==> src/hdl/s5hs_pkg.sv <==
package s5hs_pkg;

    localparam int DATA_W  = 64;
    localparam int BYTES_W = 4;
    localparam int IDX_W   = 9;

    typedef enum logic [3:0] {
        PH_GVER   = 4'd0,
        PH_GNUM   = 4'd1,
        PH_GMETH  = 4'd2,
        PH_RVER   = 4'd3,
        PH_RCMD   = 4'd4,
        PH_RRSV   = 4'd5,
        PH_RATYP  = 4'd6,
        PH_RFIFTH = 4'd7,
        PH_NAME   = 4'd8,
        PH_PHI    = 4'd9,
        PH_PLO    = 4'd10,
        PH_WAIT   = 4'd11,
        PH_FWD    = 4'd12,
        PH_CLOSED = 4'd13,
        PH_SKIP   = 4'd14
    } phase_t;

    localparam logic [1:0] FUNC_BYTE    = 2'd0;
    localparam logic [1:0] FUNC_OUTCOME = 2'd1;
    localparam logic [1:0] FUNC_RESET   = 2'd2;

    localparam logic [2:0] KIND_REPLY   = 3'd0;
    localparam logic [2:0] KIND_ADDR    = 3'd1;
    localparam logic [2:0] KIND_PORT    = 3'd2;
    localparam logic [2:0] KIND_FWD     = 3'd3;
    localparam logic [2:0] KIND_CLOSE   = 3'd4;
    localparam logic [2:0] KIND_REFUSED = 3'd5;

    localparam logic [1:0] AK_NONE   = 2'd0;
    localparam logic [1:0] AK_IPV4   = 2'd1;
    localparam logic [1:0] AK_IPV6   = 2'd2;
    localparam logic [1:0] AK_DOMAIN = 2'd3;

    localparam logic [7:0] SOCKS_VER    = 8'h05;
    localparam logic [7:0] METHOD_NONE  = 8'h00;
    localparam logic [7:0] CMD_CONNECT  = 8'h01;
    localparam logic [7:0] ATYP_IPV4    = 8'h01;
    localparam logic [7:0] ATYP_DOMAIN  = 8'h03;
    localparam logic [7:0] ATYP_IPV6    = 8'h04;
    localparam logic [7:0] REP_SUCCESS  = 8'h00;
    localparam logic [7:0] RSV_BYTE     = 8'h00;
    localparam logic [7:0] SKIP_IPV4    = 8'd5;
    localparam logic [7:0] SKIP_IPV6    = 8'd17;
    localparam logic [IDX_W-1:0] REPLY_HDR   = 9'd5;
    localparam logic [IDX_W-1:0] REPLY_FIXED = 9'd7;

    typedef struct packed {
        logic                valid;
        logic [2:0]          kind;
        logic [DATA_W-1:0]   data;
        logic [BYTES_W-1:0]  bytes;
        logic                last;
    } result_t;

endpackage

==> src/hdl/socks5_handshake_parser.sv <==
// Channel  | Handshake          | Payload
// ---------+--------------------+-------------------------------------------------
// s_       | s_valid / s_ready  | s_func, s_data_byte, s_connect_ok
// m_       | m_valid / m_ready  | m_out_kind, m_out_data, m_out_bytes, m_out_last
//
// An accepted client byte or event gives at most one result, held in the output
// register. A successful connect outcome starts the reply walk: the first byte goes
// to a pending register, then one reply byte per cycle while the output takes each
// result; name bytes use the registered read port. s_ready stays low until the last
// reply result is loaded. aresetn is synchronous; the name store is not cleared.
// A held result with m_ready low stalls both the reply walk and input acceptance.
module socks5_handshake_parser #(
    parameter int NAME_DEPTH       = 256,
    parameter int BYTES_PER_RESULT = 8
) (
    input  logic                           aclk,
    input  logic                           aresetn,
    input  logic                           s_valid,
    output logic                           s_ready,
    input  logic [1:0]                     s_func,
    input  logic [7:0]                     s_data_byte,
    input  logic                           s_connect_ok,
    output logic                           m_valid,
    input  logic                           m_ready,
    output logic [2:0]                     m_out_kind,
    output logic [s5hs_pkg::DATA_W-1:0]    m_out_data,
    output logic [s5hs_pkg::BYTES_W-1:0]   m_out_bytes,
    output logic                           m_out_last
);
    import s5hs_pkg::*;

    localparam int AW = (NAME_DEPTH > 1) ? $clog2(NAME_DEPTH) : 1;

    phase_t               phase_reg, phase_next;
    logic [7:0]           byte_count_reg, byte_count_next;
    logic                 method_found_reg, method_found_next;
    logic [1:0]           address_kind_reg, address_kind_next;
    logic [7:0]           name_length_reg, name_length_next;
    logic [15:0]          dest_port_reg, dest_port_next;

    logic                 m_valid_reg, m_valid_next;
    logic [2:0]           kind_reg, kind_next;
    logic [DATA_W-1:0]    data_reg, data_next;
    logic [BYTES_W-1:0]   bytes_reg, bytes_next;
    logic                 last_reg, last_next;

    logic                 out_free;
    logic                 accept;
    result_t              pres;
    result_t              rres;
    logic                 reply_start;
    logic                 reply_busy;
    logic                 wr_en;
    logic                 rd_en;
    logic [AW-1:0]        rd_addr;
    logic [7:0]           rd_data;
    logic [7:0]           bc_dec;
    logic [7:0]           bc_inc;
    logic                 mf_upd;

    assign out_free = !m_valid_reg || m_ready;
    assign s_ready  = !reply_busy && out_free;
    assign accept   = s_valid && s_ready;

    always_ff @(posedge aclk) begin
        if (!aresetn) begin
            phase_reg        <= PH_GVER;
            byte_count_reg   <= '0;
            method_found_reg <= 1'b0;
            address_kind_reg <= AK_NONE;
            name_length_reg  <= '0;
            dest_port_reg    <= '0;
            m_valid_reg      <= 1'b0;
        end else begin
            phase_reg        <= phase_next;
            byte_count_reg   <= byte_count_next;
            method_found_reg <= method_found_next;
            address_kind_reg <= address_kind_next;
            name_length_reg  <= name_length_next;
            dest_port_reg    <= dest_port_next;
            m_valid_reg      <= m_valid_next;
        end
    end

    always_ff @(posedge aclk) begin
        kind_reg  <= kind_next;
        data_reg  <= data_next;
        bytes_reg <= bytes_next;
        last_reg  <= last_next;
    end

    always_comb begin
        phase_next        = phase_reg;
        byte_count_next   = byte_count_reg;
        method_found_next = method_found_reg;
        address_kind_next = address_kind_reg;
        name_length_next  = name_length_reg;
        dest_port_next    = dest_port_reg;
        pres.valid        = 1'b0;
        pres.kind         = KIND_CLOSE;
        pres.data         = '0;
        pres.bytes        = BYTES_W'(1);
        pres.last         = 1'b1;
        reply_start       = 1'b0;
        wr_en             = 1'b0;
        bc_dec            = byte_count_reg - 1'b1;
        bc_inc            = byte_count_reg + 1'b1;
        mf_upd            = method_found_reg || (s_data_byte == METHOD_NONE);

        if (accept) begin
            case (s_func)
                FUNC_BYTE: begin
                    case (phase_reg)
                        PH_GVER: begin
                            if (s_data_byte != SOCKS_VER) begin
                                phase_next = PH_CLOSED;
                                pres.valid = 1'b1;
                            end else begin
                                phase_next = PH_GNUM;
                            end
                        end
                        PH_GNUM: begin
                            if (s_data_byte == 8'd0) begin
                                phase_next = PH_CLOSED;
                                pres.valid = 1'b1;
                            end else begin
                                byte_count_next   = s_data_byte;
                                method_found_next = 1'b0;
                                phase_next        = PH_GMETH;
                            end
                        end
                        PH_GMETH: begin
                            method_found_next = mf_upd;
                            byte_count_next   = bc_dec;
                            if (bc_dec == 8'd0) begin
                                pres.valid = 1'b1;
                                if (!mf_upd) begin
                                    phase_next = PH_CLOSED;
                                end else begin
                                    phase_next = PH_RVER;
                                    pres.kind  = KIND_REPLY;
                                    pres.data  = DATA_W'({SOCKS_VER, METHOD_NONE});
                                    pres.bytes = BYTES_W'(2);
                                end
                            end
                        end
                        PH_RVER: phase_next = PH_RCMD;
                        PH_RCMD: begin
                            method_found_next = (s_data_byte == CMD_CONNECT);
                            phase_next        = PH_RRSV;
                        end
                        PH_RRSV: phase_next = PH_RATYP;
                        PH_RATYP: begin
                            if (s_data_byte == ATYP_IPV4) begin
                                address_kind_next = AK_IPV4;
                            end else if (s_data_byte == ATYP_IPV6) begin
                                address_kind_next = AK_IPV6;
                            end else if (s_data_byte == ATYP_DOMAIN) begin
                                address_kind_next = AK_DOMAIN;
                            end else begin
                                address_kind_next = AK_NONE;
                            end
                            phase_next = PH_RFIFTH;
                        end
                        PH_RFIFTH: begin
                            if (!method_found_reg || address_kind_reg == AK_NONE) begin
                                phase_next = PH_CLOSED;
                                pres.valid = 1'b1;
                            end else if (address_kind_reg != AK_DOMAIN) begin
                                byte_count_next = (address_kind_reg == AK_IPV4) ?
                                                  SKIP_IPV4 : SKIP_IPV6;
                                phase_next      = PH_SKIP;
                            end else if ({1'b0, s_data_byte} > 9'(NAME_DEPTH)) begin
                                phase_next = PH_CLOSED;
                                pres.valid = 1'b1;
                            end else begin
                                name_length_next = s_data_byte;
                                byte_count_next  = '0;
                                phase_next = (s_data_byte == 8'd0) ? PH_PHI : PH_NAME;
                            end
                        end
                        PH_SKIP: begin
                            byte_count_next = bc_dec;
                            if (bc_dec == 8'd0) begin
                                phase_next = PH_CLOSED;
                                pres.valid = 1'b1;
                            end
                        end
                        PH_NAME: begin
                            wr_en           = 1'b1;
                            byte_count_next = bc_inc;
                            if (bc_inc >= name_length_reg) begin
                                phase_next = PH_PHI;
                            end
                            pres.valid = 1'b1;
                            pres.kind  = KIND_ADDR;
                            pres.data  = DATA_W'(s_data_byte);
                        end
                        PH_PHI: begin
                            dest_port_next = {s_data_byte, 8'h00};
                            phase_next     = PH_PLO;
                        end
                        PH_PLO: begin
                            dest_port_next = {dest_port_reg[15:8], s_data_byte};
                            phase_next     = PH_WAIT;
                            pres.valid     = 1'b1;
                            pres.kind      = KIND_PORT;
                            pres.data      = DATA_W'({dest_port_reg[15:8], s_data_byte});
                            pres.bytes     = BYTES_W'(2);
                        end
                        PH_WAIT: ;
                        PH_FWD: begin
                            pres.valid = 1'b1;
                            pres.kind  = KIND_FWD;
                            pres.data  = DATA_W'(s_data_byte);
                        end
                        default: begin
                            pres.valid = 1'b1;
                            pres.kind  = KIND_REFUSED;
                            pres.data  = DATA_W'(s_data_byte);
                        end
                    endcase
                end
                FUNC_OUTCOME: begin
                    if (phase_reg == PH_WAIT) begin
                        if (s_connect_ok) begin
                            phase_next  = PH_FWD;
                            reply_start = 1'b1;
                        end else begin
                            phase_next = PH_CLOSED;
                            pres.valid = 1'b1;
                        end
                    end
                end
                FUNC_RESET: begin
                    phase_next        = PH_GVER;
                    byte_count_next   = '0;
                    method_found_next = 1'b0;
                    address_kind_next = AK_NONE;
                    name_length_next  = '0;
                    dest_port_next    = '0;
                end
                default: ;
            endcase
        end
    end

    always_comb begin
        m_valid_next = m_valid_reg;
        kind_next    = kind_reg;
        data_next    = data_reg;
        bytes_next   = bytes_reg;
        last_next    = last_reg;
        if (m_ready) begin
            m_valid_next = 1'b0;
        end
        if (out_free && pres.valid) begin
            m_valid_next = 1'b1;
            kind_next    = pres.kind;
            data_next    = pres.data;
            bytes_next   = pres.bytes;
            last_next    = pres.last;
        end else if (out_free && rres.valid) begin
            m_valid_next = 1'b1;
            kind_next    = rres.kind;
            data_next    = rres.data;
            bytes_next   = rres.bytes;
            last_next    = rres.last;
        end
    end

    assign m_valid     = m_valid_reg;
    assign m_out_kind  = kind_reg;
    assign m_out_data  = data_reg;
    assign m_out_bytes = bytes_reg;
    assign m_out_last  = last_reg;

    s5hs_name_mem #(
        .DEPTH(NAME_DEPTH),
        .AW   (AW)
    ) u_name_mem (
        .aclk   (aclk),
        .wr_en  (wr_en),
        .wr_addr(byte_count_reg[AW-1:0]),
        .wr_data(s_data_byte),
        .rd_en  (rd_en),
        .rd_addr(rd_addr),
        .rd_data(rd_data)
    );

    s5hs_reply_gen #(
        .AW              (AW),
        .BYTES_PER_RESULT(BYTES_PER_RESULT)
    ) u_reply_gen (
        .aclk       (aclk),
        .aresetn    (aresetn),
        .start      (reply_start),
        .name_length(name_length_reg),
        .dest_port  (dest_port_reg),
        .res_ready  (out_free),
        .res        (rres),
        .busy       (reply_busy),
        .rd_en      (rd_en),
        .rd_addr    (rd_addr),
        .rd_data    (rd_data)
    );

endmodule

==> src/hdl/s5hs_name_mem.sv <==
module s5hs_name_mem #(
    parameter int DEPTH = 256,
    parameter int AW    = 8
) (
    input  logic          aclk,
    input  logic          wr_en,
    input  logic [AW-1:0] wr_addr,
    input  logic [7:0]    wr_data,
    input  logic          rd_en,
    input  logic [AW-1:0] rd_addr,
    output logic [7:0]    rd_data
);

    logic [7:0] mem [DEPTH];
    logic [7:0] rd_data_reg;

    always_ff @(posedge aclk) begin
        if (wr_en) begin
            mem[wr_addr] <= wr_data;
        end
    end

    always_ff @(posedge aclk) begin
        if (rd_en) begin
            rd_data_reg <= mem[rd_addr];
        end
    end

    assign rd_data = rd_data_reg;

endmodule

==> src/hdl/s5hs_reply_gen.sv <==
module s5hs_reply_gen #(
    parameter int AW               = 8,
    parameter int BYTES_PER_RESULT = 8
) (
    input  logic                  aclk,
    input  logic                  aresetn,
    input  logic                  start,
    input  logic [7:0]            name_length,
    input  logic [15:0]           dest_port,
    input  logic                  res_ready,
    output s5hs_pkg::result_t     res,
    output logic                  busy,
    output logic                  rd_en,
    output logic [AW-1:0]         rd_addr,
    input  logic [7:0]            rd_data
);
    import s5hs_pkg::*;

    logic                 busy_reg, busy_next;
    logic [IDX_W-1:0]     idx_reg, idx_next;
    logic [IDX_W-1:0]     total_reg, total_next;
    logic                 pv_reg, pv_next;
    logic [7:0]           const_reg, const_next;
    logic                 is_name_reg, is_name_next;
    logic                 last_reg, last_next;
    logic [DATA_W-1:0]    acc_reg, acc_next;
    logic [BYTES_W-1:0]   cnt_reg, cnt_next;

    logic [IDX_W-1:0]     len_ext;
    logic [IDX_W-1:0]     name_off;
    logic [7:0]           cur_byte;
    logic [DATA_W-1:0]    acc_shift;
    logic [BYTES_W-1:0]   cnt_inc;
    logic                 emit;
    logic                 consume;
    logic                 issue;

    always_ff @(posedge aclk) begin
        if (!aresetn) begin
            busy_reg <= 1'b0;
            pv_reg   <= 1'b0;
            cnt_reg  <= '0;
            acc_reg  <= '0;
        end else begin
            busy_reg <= busy_next;
            pv_reg   <= pv_next;
            cnt_reg  <= cnt_next;
            acc_reg  <= acc_next;
        end
    end

    always_ff @(posedge aclk) begin
        idx_reg     <= idx_next;
        total_reg   <= total_next;
        const_reg   <= const_next;
        is_name_reg <= is_name_next;
        last_reg    <= last_next;
    end

    always_comb begin
        len_ext   = {1'b0, name_length};
        name_off  = idx_reg - REPLY_HDR;
        cur_byte  = is_name_reg ? rd_data : const_reg;
        acc_shift = {acc_reg[DATA_W-9:0], cur_byte};
        cnt_inc   = cnt_reg + 1'b1;
        emit      = pv_reg && ((cnt_inc == BYTES_W'(BYTES_PER_RESULT)) || last_reg);
        consume   = pv_reg && (!emit || res_ready);
        issue     = busy_reg && (idx_reg < total_reg) && (!pv_reg || consume);

        rd_en   = issue;
        rd_addr = name_off[AW-1:0];

        busy_next    = busy_reg;
        idx_next     = idx_reg;
        total_next   = total_reg;
        pv_next      = pv_reg;
        const_next   = const_reg;
        is_name_next = is_name_reg;
        last_next    = last_reg;
        acc_next     = acc_reg;
        cnt_next     = cnt_reg;

        if (start) begin
            busy_next  = 1'b1;
            idx_next   = '0;
            total_next = REPLY_FIXED + len_ext;
            pv_next    = 1'b0;
            acc_next   = '0;
            cnt_next   = '0;
        end else begin
            if (consume) begin
                pv_next = 1'b0;
                if (emit) begin
                    acc_next = '0;
                    cnt_next = '0;
                end else begin
                    acc_next = acc_shift;
                    cnt_next = cnt_inc;
                end
                if (last_reg) begin
                    busy_next = 1'b0;
                end
            end
            if (issue) begin
                pv_next      = 1'b1;
                idx_next     = idx_reg + 1'b1;
                last_next    = (idx_reg == total_reg - 1'b1);
                is_name_next = 1'b0;
                if (idx_reg == 9'd0) begin
                    const_next = SOCKS_VER;
                end else if (idx_reg == 9'd1) begin
                    const_next = REP_SUCCESS;
                end else if (idx_reg == 9'd2) begin
                    const_next = RSV_BYTE;
                end else if (idx_reg == 9'd3) begin
                    const_next = ATYP_DOMAIN;
                end else if (idx_reg == 9'd4) begin
                    const_next = name_length;
                end else if (idx_reg < REPLY_HDR + len_ext) begin
                    const_next   = 8'h00;
                    is_name_next = 1'b1;
                end else if (idx_reg == REPLY_HDR + len_ext) begin
                    const_next = dest_port[15:8];
                end else begin
                    const_next = dest_port[7:0];
                end
            end
        end

        res.valid = emit;
        res.kind  = KIND_REPLY;
        res.data  = acc_shift;
        res.bytes = cnt_inc;
        res.last  = last_reg;
        busy      = busy_reg;
    end

endmodule
==> config.mk <==
export PLATFORM = sky130hd
export DESIGN_NAME = socks5_handshake_parser
export DESIGN_NICKNAME = d
export VERILOG_FILES = /design/src/hdl/s5hs_pkg.sv /design/src/hdl/socks5_handshake_parser.sv /design/src/hdl/s5hs_name_mem.sv /design/src/hdl/s5hs_reply_gen.sv
export SDC_FILE = /design/constraint.sdc
export NUM_CORES = 2
export LEC_CHECK = 0
export BUFFER_PORTS_ARGS = -buffer_cell sky130_fd_sc_hd__buf_2
export CELL_PAD_IN_SITES_DETAIL_PLACEMENT = 1
export CELL_PAD_IN_SITES_GLOBAL_PLACEMENT = 1
export CORE_ASPECT_RATIO = 1.1
export CORE_UTILIZATION = 53
export CTS_CLUSTER_SIZE = 12
export DETAILED_ROUTE_END_ITERATION = 12
export PLACE_DENSITY_LB_ADDON = 0.05
export SLEW_MARGIN = 40
export SYNTH_ARGS = -nofsm -noshare
export SYNTH_HDL_FRONTEND = slang
export SYNTH_SLANG_ARGS = --single-unit
==> constraint.sdc <==
create_clock -name aclk -period 10.25 [get_ports aclk]
set_input_delay 2.05 -clock aclk [delete_from_list [all_inputs] [get_ports aclk]]
set_output_delay 2.05 -clock aclk [all_outputs]
set_load 0.01 [all_outputs]
Word-level counts from Yosys, hierarchy flattened
Memory sizes are Yosys's and may differ from the RTL's. A register that Yosys moved wholly into a read port is not among the register bits.
Index checks and enable logic that the tools add are counted.

word-level totals
  flip-flop bits (word level) = 202
  latch bits = 0
  memory bits (writable) = 2048
  ROM bits = 0
  output and inout bits = 74
  word-level logic and storage cells = 217
  memories kept = 1

memories
  memory          depth  width  read ports  clocked after Yosys merged registers in  wr ports  RTL line             source
  u_name_mem.mem  256    8      1           1                                        1         s5hs_name_mem.sv:14  logic [7:0] mem [DEPTH];

operators by class
  add/sub/neg operators = 8
  multiply operators = 0
  div/mod/pow operators = 0
  order comparisons = 4
  equality and inequality tests = 46
  shift-type cells = 0
  multiplexer cells = 85
  bitwise operators = 2
  reductions and logical operators = 48

operator list
  operator                                                 number
  one-hot mux 67 bit (5 select lines)                      1
  2-to-1 mux 72 bit                                        2
  2-to-1 mux 71 bit                                        2
  2-to-1 mux 64 bit                                        2
  2-to-1 mux 8 bit                                         12
  one-hot mux 16 bit (2 select lines)                      2
  2-to-1 mux 56 bit                                        1
  one-hot mux 4 bit (12 select lines)                      1
  2-to-1 mux 4 bit                                         10
  one-hot mux 8 bit (2 select lines)                       2
  one-hot mux 8 bit (4 select lines)                       1
  2-to-1 mux 1 bit                                         29
  == test 4 bit (second input constant)                    7
  2-to-1 mux 3 bit                                         8
  adder 3 x 8 -> 9 bit (first input constant)              2
  == test 9 x 2 -> 1 bit (second input constant)           2
  == test 9 bit                                            2
  < comparator 9 bit                                       2
  == test 4 x 3 -> 1 bit (second input constant)           4
  logical NOT 8 bit                                        2
  inequality test 3 bit (second input constant)            5
  inequality test 13 x 1 -> 1 bit (second input constant)  1
  inequality test 2 bit (second input constant)            6
  one-hot mux 4 bit (3 select lines)                       1
  50 further kinds                                         86

Logic depth before layout (Yosys ltp)
  depth after elaboration = 10
  mapped depth = 16

Cells and area by module
From an unflattened synthesis, not the netlist that was laid out.

unflattened totals
  cells, all modules = 4799
  area, all modules = 90078.9 um2

by module, submodules not included
  module                   instances  cells each  area each (um2)  sequential area each (um2)
  s5hs_name_mem            1          3733        79636.4          61739.2
  socks5_handshake_parser  1          556         5866.9           2952.8
  s5hs_reply_gen           1          510         4575.6           1991.9

Worst setup path before layout
Ideal clock, no wire load.

  path kind = input to register
  from = input m_ready
  to = register bytes_reg[0], in the netlist m_out_bytes[0], enable pin
  library setup time = 598 ps
  arrival time = 7101 ps
  path slack = 2551 ps
  stages = 2
  buffers on the path = 0
  cells stage by stage = nor2b_1 > o21ai_0

on the way
  longest elaborated chain between the ends = 6
  elaborated cells between the ends (all ways) = 7
  those cells by class = mux: 1; reduce/logical: 6

ends and longest elaborated chain
  element                                RTL line                        source
  from (decl)                            socks5_handshake_parser.sv:24   input logic m_ready,
  logical OR 1 bit *                     socks5_handshake_parser.sv:61   assign out_free = !m_valid_reg || m_ready;
  logical AND 1 bit                      socks5_handshake_parser.sv:62   assign s_ready = !reply_busy && out_free;
  logical AND 1 bit                      socks5_handshake_parser.sv:63   assign accept = s_valid && s_ready;
  2-to-1 mux 72 bit                      socks5_handshake_parser.sv:110  if (accept) begin
  logical AND 1 bit                      socks5_handshake_parser.sv:257  if (out_free && pres.valid) begin
  nonzero test 2 bit (no source line) *  n/a
  to (signal assigned)                   socks5_handshake_parser.sv:88   bytes_reg <= bytes_next;
  to (decl)                              socks5_handshake_parser.sv:44   logic [BYTES_W-1:0] bytes_reg, bytes_next;

Mark *: on every way between the ends. The rest lies on a longest branch, timed or not.
A chain may end at the register's enable or synchronous reset.

Final worst setup path
  from = register u_reply_gen.idx_reg[0]
  to = register u_name_mem.rd_data_reg[5], in the netlist u_name_mem.rd_data[5], read port of u_name_mem.mem, data pin

on the way
  longest elaborated chain between the ends = 3
  elaborated cells between the ends (all ways) = 4
  those cells by class = add/sub: 1; order compare: 1; reduce/logical: 2

ends and longest elaborated chain
  element                          RTL line              source
  from (decl)                      s5hs_reply_gen.sv:20  logic [IDX_W-1:0] idx_reg, idx_next;
  from (signal assigned)           s5hs_reply_gen.sv:53  idx_reg <= idx_next;
  < comparator 9 bit               s5hs_reply_gen.sv:68  issue = busy_reg && (idx_reg < total_reg) && (!pv_reg || consume);
  logical AND 1 bit (2 in series)  s5hs_reply_gen.sv:68
  to (decl)                        s5hs_name_mem.sv:15   logic [7:0] rd_data_reg;

Several ways; a longest one is shown, not always the timed one.

==> impl_results.md <==
* Unrepaired setup endpoints after global routing: false
* Final setup TNS at 0 ns
* Buf+Inv Stages, Crit Path at 4
* Largest net degree at the start of global routing at 150
* Net Switching at 3.63 mW
* Tcrit/Tclk final at 0.539
* Total die area at 171000 um^2
* Startpoint Class: flip-flop
* Clk_lat worst skew at 0.86 ns
* Cells after Synth at 4428
* Vert. Die Dim at 434 um
* Cell variety after synth at 68
* Hold depth at 2
* Synth Flop Type: edfxtp_1
* Rel. slew slack at 0.379
* Via Count at 43925
* Seq/Total Area, Yosys at 0.743
* Pre-antenna DRT Iters at 5
* GRT Util Overall at 0.273
* PD cells at 180 nW/um^2
* DP HPWL at 140000 um
* Delay-heaviest family, CP: buffers and inverters
* Placement Rows at 158
* Asr flop ratio synth at 0
* Clk pin slew, worst setup/hold paths at 0.06 ns
* First DRT Iteration DRCs at 4533
* Post-cts hold buffer count at 0
* CTS max path bufs at 3
* Global-route wire length before repair at 333000 um
* Mean Syn Cell Area at 20.3 um^2
* Setup bufs post-CTS at 0
* Root Buffer: clkbuf_16
* Critical R2R Launch: u_reply_gen.idx_reg[0]
* Yosys warns at 0
* Max incr delay on CP at 0.79 ns
* WL/cell at 33.3 um
* NumNets Final at 4625
* Crit path DAT at 6.14 ns
* Starting Density at 0.533
* Die Span X at 394 um
* Comb power frac at 0.020
* Layout area overhead at 10.9%
* Leak at 30.9 nW
* Post-synth EDFFs at 2146
* Fill count at 14045
* H-tree depth at 4
* # placed instances at 6578
* Number of routed nets with antenna violations at 0
* F_max at 181 MHz
* R2r setup slk at 4.73 ns
* Slew at the pin closest to its max-slew limit at 0.922 ns
* Max VDD drop at 0.176 mV
* Max-Cap Viols at 0
* Hold Vio Cnt, Final at 0
* CTS buffer count at 221
* Worst Setup Path Type: flip-flop to flip-flop
* Clk sink count at 2258
* Crit Path Max Fanout at 53
* R2r endpoint: u_name_mem.rd_data[5]
* Post_cts resized at 0
* Critical-path cell list: buf_12, buf_16, buf_4, buf_6, mux4_2, mux4_2, mux2i_1, o21ai_0, a22oi_1, nand2_1
* Synth area leader: edfxtp_1
* Max-slew violations at 0
* Status: finished, final reports clean
* Crit path required time at 10.87 ns
* Hold Crit Endpoint: m_out_last
* Endpoints failing setup at 0
* Cell repeated most along the worst path: mux4_2
* Design Power at 17.9 mW
* Core area at 168000 um^2
* Hold Startpoint: m_out_last
* Cell Int Power at 14.3 mW
* DRC at 0
* PortBufs at 88
* Sw frac at 0.203
* Critical Path Sink Type: flip-flop
* Post-route minimum period at 5.52 ns
* Register share of total power at 0.565
* Clock share of power at 0.415
* Largest cells by area after synthesis: edfxtp_1 (72%), mux4_2 (16%), dfxtp_1 (2.5%)
* Layout Skew at 0.0344 ns
* Synth Register Bits at 2258
* Drt total wl at 231000 um
* CP max-delay cell: dfxtp_4
* Gr ovfl total at 0
* Max reg flops at 2048
* Share of layout cells above drive strength 1 at 0.256
* Vias per inst at 6.34
* Fin cells at 6933
* Synth Net Count at 4486
* I/O pin total at 89
* Number of global-route vias before repair at 44915
* Synth Cell Area at 89700 um^2
* GPL Wtd Cong at 0.825
* Worst Hold Class: flip-flop to flip-flop
* Antenna violations before repair at 7
* TritonCTS clock tree: done
* Reg2Reg Depth at 10
* Yosys top cell area share at 0.718
## final cells by class
| cell class | instances | area (um^2) | share of cell area |
|---|---|---|---|
| sequential | 2258 | 66700 | 0.670 |
| multi-input combinational | 1869 | 22000 | 0.221 |
| clock buffer | 282 | 5880 | 0.0591 |
| tap | 2240 | 2800 | 0.0282 |
| timing repair buffer | 179 | 1490 | 0.0150 |
| clock inverter | 65 | 514 | 0.00517 |
| inverter | 38 | 143 | 0.00143 |
| antenna | 2 | 5.00 | 0.0000503 |
## worst register-to-register path, cell delays in order (launching register included)
cell     delay [ns]
dfxtp_4        0.79
buf_12         0.40
buf_16         0.39
buf_4          0.81
buf_6          0.57
mux4_2         0.64
mux4_2         0.51
mux2i_1        0.42
o21ai_0        0.40
a22oi_1        0.27
nand2_1        0.08
## metrics by stage
step | setup WS, ns | hold WS, ns | utilization | instance area, um^2
CTS | 4.36 | 0.503 | 0.590 | 99200
detailed placement | 4.36 | 0.492 | 0.552 | 92800
floorplan | 2.55 | 0.450 | - | 89700
global placement | 4.23 | 0.477 | 0.551 | 92700
global route | 4.36 | 0.539 | 0.591 | 99500
finish | 4.73 | 0.498 | 0.591 | 99500
## cells in the final DEF, fill, tap and decap left out, types with 54 or more instances in the layout
| cell | Yosys | layout |
|---|---|---|
| a21oi_1 | 67 | 67 |
| a22oi_1 | 78 | 78 |
| buf_2 | 59 | 80 |
| dfxtp_1 | 112 | 109 |
| mux2i_1 | 68 | 68 |
| nor2_1 | 402 | 370 |
| nand2_1 | 135 | 120 |
| mux4_2 | 642 | 642 |
| o21ai_0 | 56 | 54 |
| buf_4 | 21 | 60 |
| clkbuf_16 | 0 | 224 |
| edfxtp_1 | 2146 | 2146 |
## metal layers
layer / GRT usage / wire length, um
met1: 0.395 / 98300
met2: 0.438 / 112000
met3: 0.0418 / 14500
met4: 0.0762 / 5660
met5: 0 / 0
## how the worst max path moves through the flow
| stage | endpoint | slack (ns) | depth (start not counted) | start |
|---|---|---|---|---|
| floorplan | m_out_bytes[0] | 2.55 | 2 | m_ready |
| CTS | u_name_mem.rd_data[5] | 4.36 | 10 | u_reply_gen.idx_reg[0] |
| detailed placement | u_name_mem.rd_data[5] | 4.36 | 10 | u_reply_gen.idx_reg[0] |
| finish | u_name_mem.rd_data[5] | 4.73 | 10 | u_reply_gen.idx_reg[0] |
| global route | u_name_mem.rd_data[1] | 4.36 | 10 | u_reply_gen.idx_reg[0] |
| global placement | u_name_mem.mem[214][0] | 4.23 | 8 | s_func[0] |
## power by group through the flow
stage                     Sequential, mW  Clock (mW)  Combinational [mW]
final                               10.1        7.43               0.362
after global routing                10.1        7.84               0.389
after CTS                           10.1        7.57               0.365
after detailed placement            10.3           0               0.366
after global placement              10.3           0               0.354
after floorplan                     10.3           0               0.107
## synthesized netlist by cell type, types with 4 or more instances
master	n
clkbuf_1	151
nor2_1	402
ha_1	43
xor2_1	14
nor3b_1	11
mux4_2	642
nor4_1	10
o211ai_1	4
mux2_2	32
o21ai_0	56
a21o_1	9
edfxtp_1	2146
buf_6	13
o21a_1	6
xnor2_1	31
buf_4	21
inv_1	38
buf_1	19
a31oi_1	7
nor3_1	14
nor2b_1	31
mux2i_1	68
buf_2	59
nand2b_1	8
dfxtp_1	112
nand4_1	7
a211oi_1	8
or4_1	4
o21ai_1	22
o311ai_0	5
a21oi_1	67
a22oi_1	78
and3_1	4
nand2_1	135
nand3_1	39
and2_1	52
or3_1	4
o31ai_1	10
## cell families (layout without fill, tap and decap cells)
logic type | after synthesis | count (layout) | share of synthesized area
DFF | 2258 | 2258 | 0.743
AOI/OAI and AO/OA | 302 | 302 | 0.0218
buffers and inverters | 301 | 564 | 0.0154
and+or+nand+nor | 737 | 737 | 0.0363
muxes | 742 | 742 | 0.173
adders and majority gates | 43 | 43 | 0.00600
xor gates and xnor gates | 45 | 45 | 0.00439
other | 0 | 2 | 0
Note: power is estimated with default switching activity, not from simulation.
